### src/rtl/scaling_matrix_decoder_core_macros.svh
// Assertion helpers for the scaling matrix decoder.
`ifndef SCALING_MATRIX_DECODER_CORE_MACROS_SVH
`define SCALING_MATRIX_DECODER_CORE_MACROS_SVH

`ifndef SYNTHESIS

// cond must never hold
`define SMD_ASSERT_NEVER(lbl, clk, rst_n, cond) \
    lbl: assert property (@(posedge clk) disable iff (!rst_n) !(cond)) \
        else $error("smd: forbidden condition seen");

// ante implies cons in the same cycle
`define SMD_ASSERT_IMPL(lbl, clk, rst_n, ante, cons) \
    lbl: assert property (@(posedge clk) disable iff (!rst_n) (ante) |-> (cons)) \
        else $error("smd: implication failed");

// ante implies cons in the next cycle
`define SMD_ASSERT_NEXT(lbl, clk, rst_n, ante, cons) \
    lbl: assert property (@(posedge clk) disable iff (!rst_n) (ante) |=> (cons)) \
        else $error("smd: next-cycle implication failed");

`else

`define SMD_ASSERT_NEVER(lbl, clk, rst_n, cond)
`define SMD_ASSERT_IMPL(lbl, clk, rst_n, ante, cons)
`define SMD_ASSERT_NEXT(lbl, clk, rst_n, ante, cons)

`endif

`endif

### src/rtl/smd_pkg.sv
`default_nettype none

package smd_pkg;

    localparam int STORE_DEPTH = 224;
    localparam int ADDR_W      = 8;
    localparam int CFG_IDX_W   = 4;

    localparam logic [7:0] BASE_8X8    = 8'd96;
    localparam logic [7:0] FLAT_WEIGHT = 8'd16;
    localparam logic [7:0] SCALE_INIT  = 8'd8;
    localparam logic [3:0] LISTS_4X4   = 4'd6;
    localparam logic [6:0] LAST_4X4    = 7'd15;
    localparam logic [6:0] LAST_8X8    = 7'd63;

    localparam logic [CFG_IDX_W-1:0] CFG_FALLBACK = 4'd0;
    localparam logic [CFG_IDX_W-1:0] CFG_LISTS8   = 4'd1;

    typedef enum logic [1:0] {
        MODE_RESTART = 2'd0,
        MODE_FILL    = 2'd1,
        MODE_FLAG    = 2'd2,
        MODE_DELTA   = 2'd3
    } mode_t;

    typedef enum logic [1:0] {
        PH_FLAG = 2'd0,
        PH_CODE = 2'd1,
        PH_DONE = 2'd2
    } phase_t;

    // kind of result run in progress
    typedef enum logic [1:0] {
        K_FALLBACK = 2'd0,
        K_DEFAULT  = 2'd1,
        K_REPEAT   = 2'd2,
        K_SINGLE   = 2'd3
    } kind_t;

    typedef enum logic {
        ST_IDLE = 1'b0,
        ST_EMIT = 1'b1
    } state_t;

    typedef struct packed {
        logic accept;
        logic emit;
    } cmd_t;

    typedef struct packed {
        logic has_results;
        logic final_elem;
        logic out_free;
    } status_t;

    localparam logic [3:0] SCAN4 [0:15] = '{
        4'd0, 4'd1, 4'd4, 4'd8, 4'd5, 4'd2, 4'd3, 4'd6,
        4'd9, 4'd12, 4'd13, 4'd10, 4'd7, 4'd11, 4'd14, 4'd15
    };

    localparam logic [5:0] SCAN8 [0:63] = '{
         6'd0,  6'd1,  6'd8, 6'd16,  6'd9,  6'd2,  6'd3, 6'd10,
        6'd17, 6'd24, 6'd32, 6'd25, 6'd18, 6'd11,  6'd4,  6'd5,
        6'd12, 6'd19, 6'd26, 6'd33, 6'd40, 6'd48, 6'd41, 6'd34,
        6'd27, 6'd20, 6'd13,  6'd6,  6'd7, 6'd14, 6'd21, 6'd28,
        6'd35, 6'd42, 6'd49, 6'd56, 6'd57, 6'd50, 6'd43, 6'd36,
        6'd29, 6'd22, 6'd15, 6'd23, 6'd30, 6'd37, 6'd44, 6'd51,
        6'd58, 6'd59, 6'd52, 6'd45, 6'd38, 6'd31, 6'd39, 6'd46,
        6'd53, 6'd60, 6'd61, 6'd54, 6'd47, 6'd55, 6'd62, 6'd63
    };

    // [0] intra, [1] inter
    localparam logic [7:0] DFT4 [0:1][0:15] = '{
        '{8'd6, 8'd13, 8'd20, 8'd28, 8'd13, 8'd20, 8'd28, 8'd32,
          8'd20, 8'd28, 8'd32, 8'd37, 8'd28, 8'd32, 8'd37, 8'd42},
        '{8'd10, 8'd14, 8'd20, 8'd24, 8'd14, 8'd20, 8'd24, 8'd27,
          8'd20, 8'd24, 8'd27, 8'd30, 8'd24, 8'd27, 8'd30, 8'd34}
    };

    localparam logic [7:0] DFT8 [0:1][0:63] = '{
        '{8'd6, 8'd10, 8'd13, 8'd16, 8'd18, 8'd23, 8'd25, 8'd27,
          8'd10, 8'd11, 8'd16, 8'd18, 8'd23, 8'd25, 8'd27, 8'd29,
          8'd13, 8'd16, 8'd18, 8'd23, 8'd25, 8'd27, 8'd29, 8'd31,
          8'd16, 8'd18, 8'd23, 8'd25, 8'd27, 8'd29, 8'd31, 8'd33,
          8'd18, 8'd23, 8'd25, 8'd27, 8'd29, 8'd31, 8'd33, 8'd36,
          8'd23, 8'd25, 8'd27, 8'd29, 8'd31, 8'd33, 8'd36, 8'd38,
          8'd25, 8'd27, 8'd29, 8'd31, 8'd33, 8'd36, 8'd38, 8'd40,
          8'd27, 8'd29, 8'd31, 8'd33, 8'd36, 8'd38, 8'd40, 8'd42},
        '{8'd9, 8'd13, 8'd15, 8'd17, 8'd19, 8'd21, 8'd22, 8'd24,
          8'd13, 8'd13, 8'd17, 8'd19, 8'd21, 8'd22, 8'd24, 8'd25,
          8'd15, 8'd17, 8'd19, 8'd21, 8'd22, 8'd24, 8'd25, 8'd27,
          8'd17, 8'd19, 8'd21, 8'd22, 8'd24, 8'd25, 8'd27, 8'd28,
          8'd19, 8'd21, 8'd22, 8'd24, 8'd25, 8'd27, 8'd28, 8'd30,
          8'd21, 8'd22, 8'd24, 8'd25, 8'd27, 8'd28, 8'd30, 8'd32,
          8'd22, 8'd24, 8'd25, 8'd27, 8'd28, 8'd30, 8'd32, 8'd33,
          8'd24, 8'd25, 8'd27, 8'd28, 8'd30, 8'd32, 8'd33, 8'd35}
    };

endpackage

`default_nettype wire

### src/rtl/smd_channels.sv
`default_nettype none

interface smd_in_if;
    logic              valid;
    logic              ready;
    logic [1:0]        mode;
    logic signed [7:0] value;

    modport source (output valid, output mode, output value, input ready);
    modport sink   (input valid, input mode, input value, output ready);
endinterface

interface smd_out_if;
    logic       valid;
    logic       ready;
    logic [2:0] list_index;
    logic [5:0] position;
    logic [7:0] weight;
    logic       used_default;
    logic       last;
    logic       list_complete;

    modport source (output valid, output list_index, output position, output weight,
                    output used_default, output last, output list_complete,
                    input ready);
    modport sink   (input valid, input list_index, input position, input weight,
                    input used_default, input last, input list_complete,
                    output ready);
endinterface

interface smd_cfg_if;
    logic                           valid;
    logic                           ready;
    logic [smd_pkg::CFG_IDX_W-1:0]  index;
    logic [7:0]                     data;

    modport source (output valid, output index, output data, input ready);
    modport sink   (input valid, input index, input data, output ready);
endinterface

`default_nettype wire

### src/rtl/scaling_matrix_decoder_core.sv
// Results: a single-weight delta yields one; a fall-back flag or a default delta
// yields 16 (4x4) or 64 (8x8), a run to the end one per weight left, and a
// result-free item none. No new item is taken until the item's last result is out.
// Output: results are registered, one per cycle while the output register is free.
// Reset: asynchronous, active low; the store reads as flat 16 at once (per-entry
// written flags are cleared), so no clearing pass is needed.
`default_nettype none

`include "scaling_matrix_decoder_core_macros.svh"

module scaling_matrix_decoder_core (
    input  wire logic  clk,
    input  wire logic  rst_n,
    smd_in_if.sink     item,
    smd_out_if.source  result,
    smd_cfg_if.sink    cfg
);

    // Controller/datapath split:
    //  - smd_ctrl takes the input transfer (IDLE) and steps the result
    //    run (EMIT), one result per free slot in the output register.
    //  - smd_datapath holds the matrix state, the 224-byte store, the
    //    tables and the output register.
    smd_pkg::cmd_t    cmd;
    smd_pkg::status_t st;

    // Config writes are always taken; send them only while idle (the block does not enforce it).
    assign cfg.ready = 1'b1;

    smd_ctrl u_ctrl (
        .clk      (clk),
        .rst_n    (rst_n),
        .in_valid (item.valid),
        .in_ready (item.ready),
        .st       (st),
        .cmd      (cmd)
    );

    smd_datapath u_dp (
        .clk               (clk),
        .rst_n             (rst_n),
        .cmd               (cmd),
        .st                (st),
        .in_mode           (item.mode),
        .in_value          (item.value),
        .cfg_valid         (cfg.valid),
        .cfg_index         (cfg.index),
        .cfg_data          (cfg.data),
        .out_valid         (result.valid),
        .out_ready         (result.ready),
        .out_list_index    (result.list_index),
        .out_position      (result.position),
        .out_weight        (result.weight),
        .out_used_default  (result.used_default),
        .out_last          (result.last),
        .out_list_complete (result.list_complete)
    );

    // An accept and a result step never share a cycle.
    `SMD_ASSERT_NEVER(a_acc_emit_excl, clk, rst_n, cmd.accept && cmd.emit)
    // A result only enters the output register when it has room.
    `SMD_ASSERT_IMPL(a_emit_room, clk, rst_n, cmd.emit, st.out_free)
    // After the final result of an item the input opens again.
    `SMD_ASSERT_NEXT(a_final_reopen, clk, rst_n, cmd.emit && st.final_elem, item.ready)
    // Every result step leaves a valid result behind.
    `SMD_ASSERT_NEXT(a_emit_valid, clk, rst_n, cmd.emit, result.valid)

endmodule

`default_nettype wire

### src/rtl/smd_ctrl.sv
`default_nettype none

module smd_ctrl (
    input  wire logic             clk,
    input  wire logic             rst_n,
    input  wire logic             in_valid,
    output logic                  in_ready,
    input  wire smd_pkg::status_t st,
    output smd_pkg::cmd_t         cmd
);

    smd_pkg::state_t state_reg;
    smd_pkg::state_t state_next;

    always_ff @(posedge clk or negedge rst_n)
    begin
        if (!rst_n)
        begin
            state_reg <= smd_pkg::ST_IDLE;
        end
        else
        begin
            state_reg <= state_next;
        end
    end

    always_comb
    begin
        state_next = state_reg;
        in_ready   = 1'b0;
        cmd        = '0;
        case (state_reg)
            smd_pkg::ST_IDLE:
            begin
                in_ready = 1'b1;
                if (in_valid)
                begin
                    cmd.accept = 1'b1;
                    if (st.has_results)
                    begin
                        state_next = smd_pkg::ST_EMIT;
                    end
                end
            end
            smd_pkg::ST_EMIT:
            begin
                // one result per cycle while the output register drains
                if (st.out_free)
                begin
                    cmd.emit = 1'b1;
                    if (st.final_elem)
                    begin
                        state_next = smd_pkg::ST_IDLE;
                    end
                end
            end
            default:
            begin
                state_next = smd_pkg::ST_IDLE;
            end
        endcase
    end

endmodule

`default_nettype wire

### src/rtl/smd_datapath.sv
`default_nettype none

module smd_datapath (
    input  wire logic                          clk,
    input  wire logic                          rst_n,
    input  wire smd_pkg::cmd_t                 cmd,
    output smd_pkg::status_t                   st,
    input  wire logic [1:0]                    in_mode,
    input  wire logic signed [7:0]             in_value,
    input  wire logic                          cfg_valid,
    input  wire logic [smd_pkg::CFG_IDX_W-1:0] cfg_index,
    input  wire logic [7:0]                    cfg_data,
    output logic                               out_valid,
    input  wire logic                          out_ready,
    output logic [2:0]                         out_list_index,
    output logic [5:0]                         out_position,
    output logic [7:0]                         out_weight,
    output logic                               out_used_default,
    output logic                               out_last,
    output logic                               out_list_complete
);

    // configuration
    logic       fallback_cfg_reg;
    logic [1:0] lists8_reg;

    // decoding state
    logic [3:0]       lc_reg, lc_next;
    logic [6:0]       coeff_reg, coeff_next;
    logic [7:0]       last_scale_reg, last_scale_next;
    smd_pkg::phase_t  phase_reg, phase_next;
    smd_pkg::kind_t   kind_reg, kind_next;
    logic [6:0]       j_reg, j_next;

    // weight store with per-entry written flags
    logic [7:0]                         store_mem [0:smd_pkg::STORE_DEPTH-1];
    logic [smd_pkg::STORE_DEPTH-1:0]    filled_reg, filled_next;
    logic [7:0]                         rd_data_reg;
    logic                               rd_filled_reg;

    logic       out_valid_reg, out_valid_next;
    logic [2:0] out_li_reg;
    logic [5:0] out_pos_reg;
    logic [7:0] out_w_reg;
    logic       out_dft_reg, out_last_reg, out_cmpl_reg;

    logic [1:0]  n8;
    logic [3:0]  total;
    logic        active;
    logic        is_8x8;
    logic        own_fb;
    logic [6:0]  size_m1;
    logic [7:0]  base;
    logic [7:0]  rd_base;
    logic [7:0]  ns;
    logic        acc_results;
    logic        final_elem;
    logic        done_list;
    logic [5:0]  pos;
    logic [7:0]  dft_w;
    logic [7:0]  store_w;
    logic [7:0]  weight;
    logic [8:0]  rd_addr_full;
    logic        rd_ok;
    logic [smd_pkg::ADDR_W-1:0] rd_addr;
    logic [smd_pkg::ADDR_W-1:0] wr_addr;
    logic [3:0]  lc_inc;
    logic        wr_en;

    always_comb
    begin
        n8      = (lists8_reg == 2'd3) ? 2'd2 : lists8_reg;
        total   = smd_pkg::LISTS_4X4 + {2'b00, n8};
        active  = lc_reg < total;
        is_8x8  = lc_reg >= smd_pkg::LISTS_4X4;
        own_fb  = (lc_reg == 4'd0) || (lc_reg == 4'd3) || is_8x8;
        size_m1 = is_8x8 ? smd_pkg::LAST_8X8 : smd_pkg::LAST_4X4;
        base    = is_8x8 ? (smd_pkg::BASE_8X8 + {1'b0, lc_reg[0], 6'b000000})
                         : {lc_reg[3:0], 4'b0000};
        rd_base = own_fb ? base : (base - 8'd16);
        ns      = last_scale_reg + $unsigned(in_value);
        lc_inc  = lc_reg + 4'd1;
    end

    // results follow a fall-back flag and every delta taken while coding
    always_comb
    begin
        acc_results = 1'b0;
        if (in_mode == smd_pkg::MODE_FLAG)
        begin
            acc_results = (phase_reg == smd_pkg::PH_FLAG) && active && !in_value[0];
        end
        else if (in_mode == smd_pkg::MODE_DELTA)
        begin
            acc_results = (phase_reg == smd_pkg::PH_CODE) && active;
        end
    end

    // per-result values
    always_comb
    begin
        final_elem = (kind_reg == smd_pkg::K_SINGLE) || (j_reg == size_m1);
        done_list  = (kind_reg != smd_pkg::K_SINGLE) || (coeff_reg >= size_m1);
        if ((kind_reg == smd_pkg::K_FALLBACK) || (kind_reg == smd_pkg::K_DEFAULT))
        begin
            pos = j_reg[5:0];
        end
        else if (is_8x8)
        begin
            pos = smd_pkg::SCAN8[j_reg[5:0]];
        end
        else
        begin
            pos = {2'b00, smd_pkg::SCAN4[j_reg[3:0]]};
        end
        if (is_8x8)
        begin
            dft_w = smd_pkg::DFT8[lc_reg[0]][j_reg[5:0]];
        end
        else
        begin
            dft_w = smd_pkg::DFT4[lc_reg >= 4'd3][j_reg[3:0]];
        end
        store_w = rd_filled_reg ? rd_data_reg : smd_pkg::FLAT_WEIGHT;
        case (kind_reg)
            smd_pkg::K_FALLBACK: weight = (own_fb && !fallback_cfg_reg) ? dft_w : store_w;
            smd_pkg::K_DEFAULT:  weight = dft_w;
            default:             weight = last_scale_reg;
        endcase
        wr_addr = base + {2'b00, pos};
    end

    assign wr_en = cmd.emit;

    // next state of the decoder
    always_comb
    begin
        lc_next         = lc_reg;
        coeff_next      = coeff_reg;
        last_scale_next = last_scale_reg;
        phase_next      = phase_reg;
        kind_next       = kind_reg;
        j_next          = j_reg;
        filled_next     = filled_reg;

        if (cmd.accept)
        begin
            case (smd_pkg::mode_t'(in_mode))
                smd_pkg::MODE_RESTART, smd_pkg::MODE_FILL:
                begin
                    lc_next         = 4'd0;
                    coeff_next      = 7'd0;
                    last_scale_next = smd_pkg::SCALE_INIT;
                    phase_next      = smd_pkg::PH_FLAG;
                    if (in_mode == smd_pkg::MODE_FILL)
                    begin
                        filled_next = '0;
                    end
                end
                smd_pkg::MODE_FLAG:
                begin
                    if (phase_reg == smd_pkg::PH_FLAG && active)
                    begin
                        if (in_value[0])
                        begin
                            phase_next      = smd_pkg::PH_CODE;
                            coeff_next      = 7'd0;
                            last_scale_next = smd_pkg::SCALE_INIT;
                        end
                        else
                        begin
                            kind_next   = smd_pkg::K_FALLBACK;
                            j_next      = 7'd0;
                        end
                    end
                end
                smd_pkg::MODE_DELTA:
                begin
                    if (phase_reg == smd_pkg::PH_CODE && active)
                    begin
                        if (coeff_reg == 7'd0 && ns == 8'd0)
                        begin
                            kind_next = smd_pkg::K_DEFAULT;
                            j_next    = 7'd0;
                        end
                        else if (ns == 8'd0)
                        begin
                            kind_next = smd_pkg::K_REPEAT;
                            j_next    = coeff_reg;
                        end
                        else
                        begin
                            kind_next       = smd_pkg::K_SINGLE;
                            j_next          = coeff_reg;
                            last_scale_next = ns;
                        end
                    end
                end
                default:
                begin
                    lc_next = lc_reg;
                end
            endcase
        end
        else if (cmd.emit)
        begin
            j_next               = j_reg + 7'd1;
            filled_next[wr_addr] = 1'b1;
            if (final_elem)
            begin
                if (kind_reg == smd_pkg::K_SINGLE)
                begin
                    coeff_next = coeff_reg + 7'd1;
                end
                if (done_list)
                begin
                    lc_next    = lc_inc;
                    coeff_next = 7'd0;
                    phase_next = (lc_inc >= total) ? smd_pkg::PH_DONE : smd_pkg::PH_FLAG;
                end
            end
        end
    end

    // read runs one step ahead: data in rd_data_reg always matches j_reg
    always_comb
    begin
        rd_addr_full = {1'b0, rd_base} + {2'b00, j_next};
        rd_ok        = rd_addr_full < 9'(smd_pkg::STORE_DEPTH);
        rd_addr      = rd_addr_full[smd_pkg::ADDR_W-1:0];
    end

    always_comb
    begin
        out_valid_next = out_valid_reg;
        if (cmd.emit)
        begin
            out_valid_next = 1'b1;
        end
        else if (out_ready)
        begin
            out_valid_next = 1'b0;
        end
    end

    always_ff @(posedge clk or negedge rst_n)
    begin
        if (!rst_n)
        begin
            fallback_cfg_reg <= 1'b0;
            lists8_reg       <= 2'd2;
            lc_reg           <= 4'd0;
            coeff_reg        <= 7'd0;
            last_scale_reg   <= smd_pkg::SCALE_INIT;
            phase_reg        <= smd_pkg::PH_FLAG;
            kind_reg         <= smd_pkg::K_FALLBACK;
            j_reg            <= 7'd0;
            filled_reg       <= '0;
            out_valid_reg    <= 1'b0;
        end
        else
        begin
            if (cfg_valid)
            begin
                case (cfg_index)
                    smd_pkg::CFG_FALLBACK: fallback_cfg_reg <= cfg_data[0];
                    smd_pkg::CFG_LISTS8:   lists8_reg       <= cfg_data[1:0];
                    default:               lists8_reg       <= lists8_reg;
                endcase
            end
            lc_reg         <= lc_next;
            coeff_reg      <= coeff_next;
            last_scale_reg <= last_scale_next;
            phase_reg      <= phase_next;
            kind_reg       <= kind_next;
            j_reg          <= j_next;
            filled_reg     <= filled_next;
            out_valid_reg  <= out_valid_next;
        end
    end

    always_ff @(posedge clk)
    begin
        if (wr_en)
        begin
            store_mem[wr_addr] <= weight;
        end
        if (rd_ok)
        begin
            rd_data_reg   <= store_mem[rd_addr];
            rd_filled_reg <= filled_reg[rd_addr];
        end
        if (cmd.emit)
        begin
            out_li_reg   <= lc_reg[2:0];
            out_pos_reg  <= pos;
            out_w_reg    <= weight;
            out_dft_reg  <= (kind_reg == smd_pkg::K_DEFAULT);
            out_last_reg <= final_elem;
            out_cmpl_reg <= final_elem && done_list;
        end
    end

    assign st.has_results    = acc_results;
    assign st.final_elem     = final_elem;
    assign st.out_free       = !out_valid_reg || out_ready;

    assign out_valid         = out_valid_reg;
    assign out_list_index    = out_li_reg;
    assign out_position      = out_pos_reg;
    assign out_weight        = out_w_reg;
    assign out_used_default  = out_dft_reg;
    assign out_last          = out_last_reg;
    assign out_list_complete = out_cmpl_reg;

endmodule

`default_nettype wire
### src/flat_wrapper.sv
// flat-port wrapper written by rule: the top's interface ports become plain ports
module scaling_matrix_decoder_core_flat 
  (clk, rst_n, item_valid, item_mode, item_value, item_ready, result_valid, result_list_index, result_position, result_weight, result_used_default, result_last, result_list_complete, result_ready, cfg_valid, cfg_index, cfg_data, cfg_ready);
  smd_in_if item_i ();
  smd_out_if result_i ();
  smd_cfg_if cfg_i ();
  input  wire logic clk;
  input  wire logic rst_n;
  input wire logic [$bits(item_i.valid)-1:0] item_valid;
  input wire logic [$bits(item_i.mode)-1:0] item_mode;
  input wire logic [$bits(item_i.value)-1:0] item_value;
  output wire logic [$bits(item_i.ready)-1:0] item_ready;
  output wire logic [$bits(result_i.valid)-1:0] result_valid;
  output wire logic [$bits(result_i.list_index)-1:0] result_list_index;
  output wire logic [$bits(result_i.position)-1:0] result_position;
  output wire logic [$bits(result_i.weight)-1:0] result_weight;
  output wire logic [$bits(result_i.used_default)-1:0] result_used_default;
  output wire logic [$bits(result_i.last)-1:0] result_last;
  output wire logic [$bits(result_i.list_complete)-1:0] result_list_complete;
  input wire logic [$bits(result_i.ready)-1:0] result_ready;
  input wire logic [$bits(cfg_i.valid)-1:0] cfg_valid;
  input wire logic [$bits(cfg_i.index)-1:0] cfg_index;
  input wire logic [$bits(cfg_i.data)-1:0] cfg_data;
  output wire logic [$bits(cfg_i.ready)-1:0] cfg_ready;
  assign item_i.valid = item_valid;
  assign item_i.mode = item_mode;
  assign item_i.value = item_value;
  assign item_ready = item_i.ready;
  assign result_valid = result_i.valid;
  assign result_list_index = result_i.list_index;
  assign result_position = result_i.position;
  assign result_weight = result_i.weight;
  assign result_used_default = result_i.used_default;
  assign result_last = result_i.last;
  assign result_list_complete = result_i.list_complete;
  assign result_i.ready = result_ready;
  assign cfg_i.valid = cfg_valid;
  assign cfg_i.index = cfg_index;
  assign cfg_i.data = cfg_data;
  assign cfg_ready = cfg_i.ready;
  scaling_matrix_decoder_core u_core (.clk(clk), .rst_n(rst_n), .item(item_i), .result(result_i), .cfg(cfg_i));
endmodule
### config.mk
export PLATFORM = sky130hd
export DESIGN_NAME = scaling_matrix_decoder_core_flat
export DESIGN_NICKNAME = d
export VERILOG_FILES = /design/src/rtl/smd_pkg.sv /design/src/rtl/smd_channels.sv /design/src/rtl/scaling_matrix_decoder_core.sv /design/src/rtl/smd_ctrl.sv /design/src/rtl/smd_datapath.sv /design/src/flat_wrapper.sv
export VERILOG_INCLUDE_DIRS = /design/src /design/src/rtl
export SDC_FILE = /design/constraint.sdc
export NUM_CORES = 2
export LEC_CHECK = 0
export BUFFER_PORTS_ARGS = -buffer_cell sky130_fd_sc_hd__buf_4
export CAP_MARGIN = 20
export CORE_AREA = 2 2 463 465
export CTS_CLUSTER_SIZE = 40
export DETAILED_ROUTE_END_ITERATION = 12
export DIE_AREA = 0 0 465 467
export GPL_ROUTABILITY_DRIVEN = 0
export SLEW_MARGIN = 20
export SYNTH_ARGS = -nofsm -noshare
export SYNTH_HDL_FRONTEND = slang
export SYNTH_SLANG_ARGS = --single-unit
### constraint.sdc
create_clock -name clk -period 12.01 [get_ports clk]
set_input_delay 0.6005 -clock clk [delete_from_list [all_inputs] [get_ports clk]]
set_output_delay 0.6005 -clock clk [all_outputs]
set_load 0.02 [all_outputs]
==> reports/results.txt <==
Status: finished clean
Synth top area share: 0.632
Boundary Pins: 50
Hold Path End: u_core.u_dp.last_scale_reg[4]$_DFFE_PN0P_
CP Launch Point: u_core.u_dp.lc_reg[0]$_DFFE_PN0P_
Fin nets: 6779
Vias in the first global route: 54154
Skew final: 50.9 ps
Post-route ant nets: 0
Max-Slew Margin vs Limit: 0.144
DP Wirelength: 155000 um
First-pass iteration count of the detailed router: 7
Dpl cells: 9296
Async S/R FF share, synth: 0.125
Vias/cell: 5.99
Crit path kind: flip-flop to flip-flop
RR Startpoint: u_core.u_dp.lc_reg[0]$_DFFE_PN0P_
Std cell rows: 169
HP Start: item_mode[0]
Die area: 0.217 mm^2
Leading area contributor after synthesis: edfxtp_1
Hold Crit Class: primary input to flip-flop
EDFF count, synth: 1821
CTS tree: yes
Clk slew on worst S/H paths: 60 ps
Final period util: 0.656
Aggregate global-route resource usage: 0.245
Minimum clock period: 7880 ps
Area Overhead vs Synth: 11.6%
Max_cap viols: 0
Req. time, crit path: 12680 ps
Max reg flops: 1792
Largest net degree at the start of global routing: 225
Layout cells sized above 1: 0.0798
Count leader, synth: edfxtp_1
Final cell count without fillers: 9699
Via Count: 58068
Average size of a mapped cell: 12.8 um^2
Global-route wire length before repair: 390000 um
Total CTS buffers: 209
Syn_nets: 6852
H-tree depth: 4
WP data arrival: 8540 ps
Slew @ Worst Pin: 1280 ps
First DRT Iteration DRCs: 8174
R2r endpoint: u_core.u_dp.rd_filled_reg$_DFFE_PN_
Post-CTS Resized: 0
Initial Util: 0.409
Post-synthesis instance total: 6765
Clock Path Buffers: 3
Top FF cell, synth: edfxtp_1
Post-Route WL: 272000 um
Worst hold stages: 3
Congestion Overflow GR: 0
Commonest cells post-synth: 1821 x edfxtp_1, 1598 x nand2_1, 511 x nand3_1, 329 x nor2_1, 257 x dfrtp_1
Clk sink count: 2080
Final setup TNS: 0 ps
CP max FO: 18
Initial antenna violation count: 14
Synth Register Bits: 2080
Root buffer cell: clkbuf_16
PortBufs: 42
CP endpoint kind: flip-flop
Post-Syn Area: 0.0865 mm^2
Setup slack, reg-to-reg: 4130 ps
RSZ-0062 raised after global routing: false
Die width: 465 um
Synth area leaders: edfxtp_1 63%, dfrtp_1 7.4%, nand2_1 6.9%, nand3_1 3.0%, mux2i_1 2.3%
Worst-skew pair later-pin latency: 880 ps
Syn. warnings: 0
Fmax: 127 MHz
WL per Instance: 28.1 um
Seq/Total Area, Yosys: 0.707
Final Max Tran Viols: 0
Die Ht: 467 um
Count of final setup violators: 0
Critical path launch point type: flip-flop
# DRC: 0
Fillers: 18704
R2R cell count: 20
Synth cell types: 82
Final Hold Fails: 0
Core area: 0.212 mm^2
Postcts setup bufs: 0
cells by family (layout without fill, tap and decap cells):
kind of cell,Yosys count,in the layout,share of synthesized area
adders and majority gates,60,60,0.00894
xor gates and xnor gates,21,21,0.00221
other,1,2,0.0000434
DFF,2080,2080,0.707
muxes,217,217,0.0265
and+or+nand+nor,2780,2780,0.138
AOI/OAI and AO/OA,1103,1103,0.0908
buffers and inverters,503,615,0.0264
timing repair:
item | in CTS | in global routing
setup endpoints to repair | 0 | 0
hold endpoints to repair | 81 | 0
hold buffers | 4 | 0
layout by cell type, fill, tap and decap left out, drive strengths merged, types with 11 or more instances in the layout:
| cell | n |
|---|---|
| nor3 | 30 |
| o211ai | 22 |
| nor2 | 334 |
| a31oi | 150 |
| a221oi | 11 |
| a311oi | 56 |
| a21o | 102 |
| nand2 | 1598 |
| a2111oi | 11 |
| clkinv | 77 |
| clkbuf | 299 |
| xnor2 | 15 |
| a21oi | 143 |
| mux2i | 202 |
| edfxtp | 1821 |
| dfrtp | 257 |
| nor2b | 17 |
| nand3 | 511 |
| nor4 | 29 |
| inv | 48 |
| o21ai | 105 |
| and3 | 108 |
| o21a | 136 |
| ha | 57 |
| buf | 172 |
| a32oi | 132 |
| a211oi | 122 |
| o22ai | 27 |
| nand4 | 118 |
cell type report:
cell class              count  area (um^2)  area share
well taps                2821         3530      0.0366
clock buffers             299         5890      0.0610
diodes                      1         2.50   0.0000259
clock inverters            97          892     0.00924
repair buffers            176         1580      0.0164
multi-input cells        4182        23300       0.241
inverters                  43          181     0.00188
flip-flops and latches   2080        61200       0.634
how the worst max path moves through the flow:
stage | to | depth (start not counted)
floorplan | u_core.u_dp.out_weight[2]$_DFFE_PP_ | 17
global placement | u_core.u_dp.rd_data_reg[0]$_DFFE_PN_ | 20
detailed placement | u_core.u_dp.rd_data_reg[0]$_DFFE_PN_ | 20
CTS | u_core.u_dp.rd_filled_reg$_DFFE_PN_ | 20
global route | u_core.u_dp.rd_data_reg[0]$_DFFE_PN_ | 20
finish | u_core.u_dp.rd_filled_reg$_DFFE_PN_ | 20
critical path, cell delays in order (launching register included):
cell and delay, ps:
dfrtp_1 320, buf_4 250, inv_1 290, ha_1 300, nand2b_1 140, a21oi_1 400
or3_1 590, nand3_1 140, o211ai_1 150, ha_2 230, inv_1 60, fa_1 510
buf_4 380, clkinv_1 590, nor2_1 990, nand2_1 930, a31oi_1 410, nand3_1 170
nand3_1 280, nor4_1 180, o41ai_2 360
metal layers:
| layer | up-vias | part of all wire | GRT usage | wire (um) |
|---|---|---|---|---|
| li1 | 25075 | - | - | - |
| met1 | 29301 | 0.40 | 0.341 | 110000 |
| met2 | 3140 | 0.45 | 0.378 | 124000 |
| met3 | 542 | 0.10 | 0.0482 | 27400 |
| met4 | 10 | 0.042 | 0.0968 | 11400 |
| met5 | - | 0.00025 | 0 | 69 |
metrics by stage:
| stage | util | worst slack (ps) | hold WS, ps | instance area [um^2] |
|---|---|---|---|---|
| after floorplan | - | 1870 | 305 | 86500 |
| after global placement | 0.424 | 4280 | 450 | 89700 |
| after detailed placement | 0.424 | 4330 | 457 | 89700 |
| after CTS | 0.456 | 4280 | 27.8 | 96500 |
| after global routing | 0.456 | 4020 | 87.6 | 96600 |
| final | 0.456 | 4130 | 72.9 | 96600 |
Power is not shown: default switching activity piles up to over one toggle a cycle in this logic, so the estimate is an artifact.
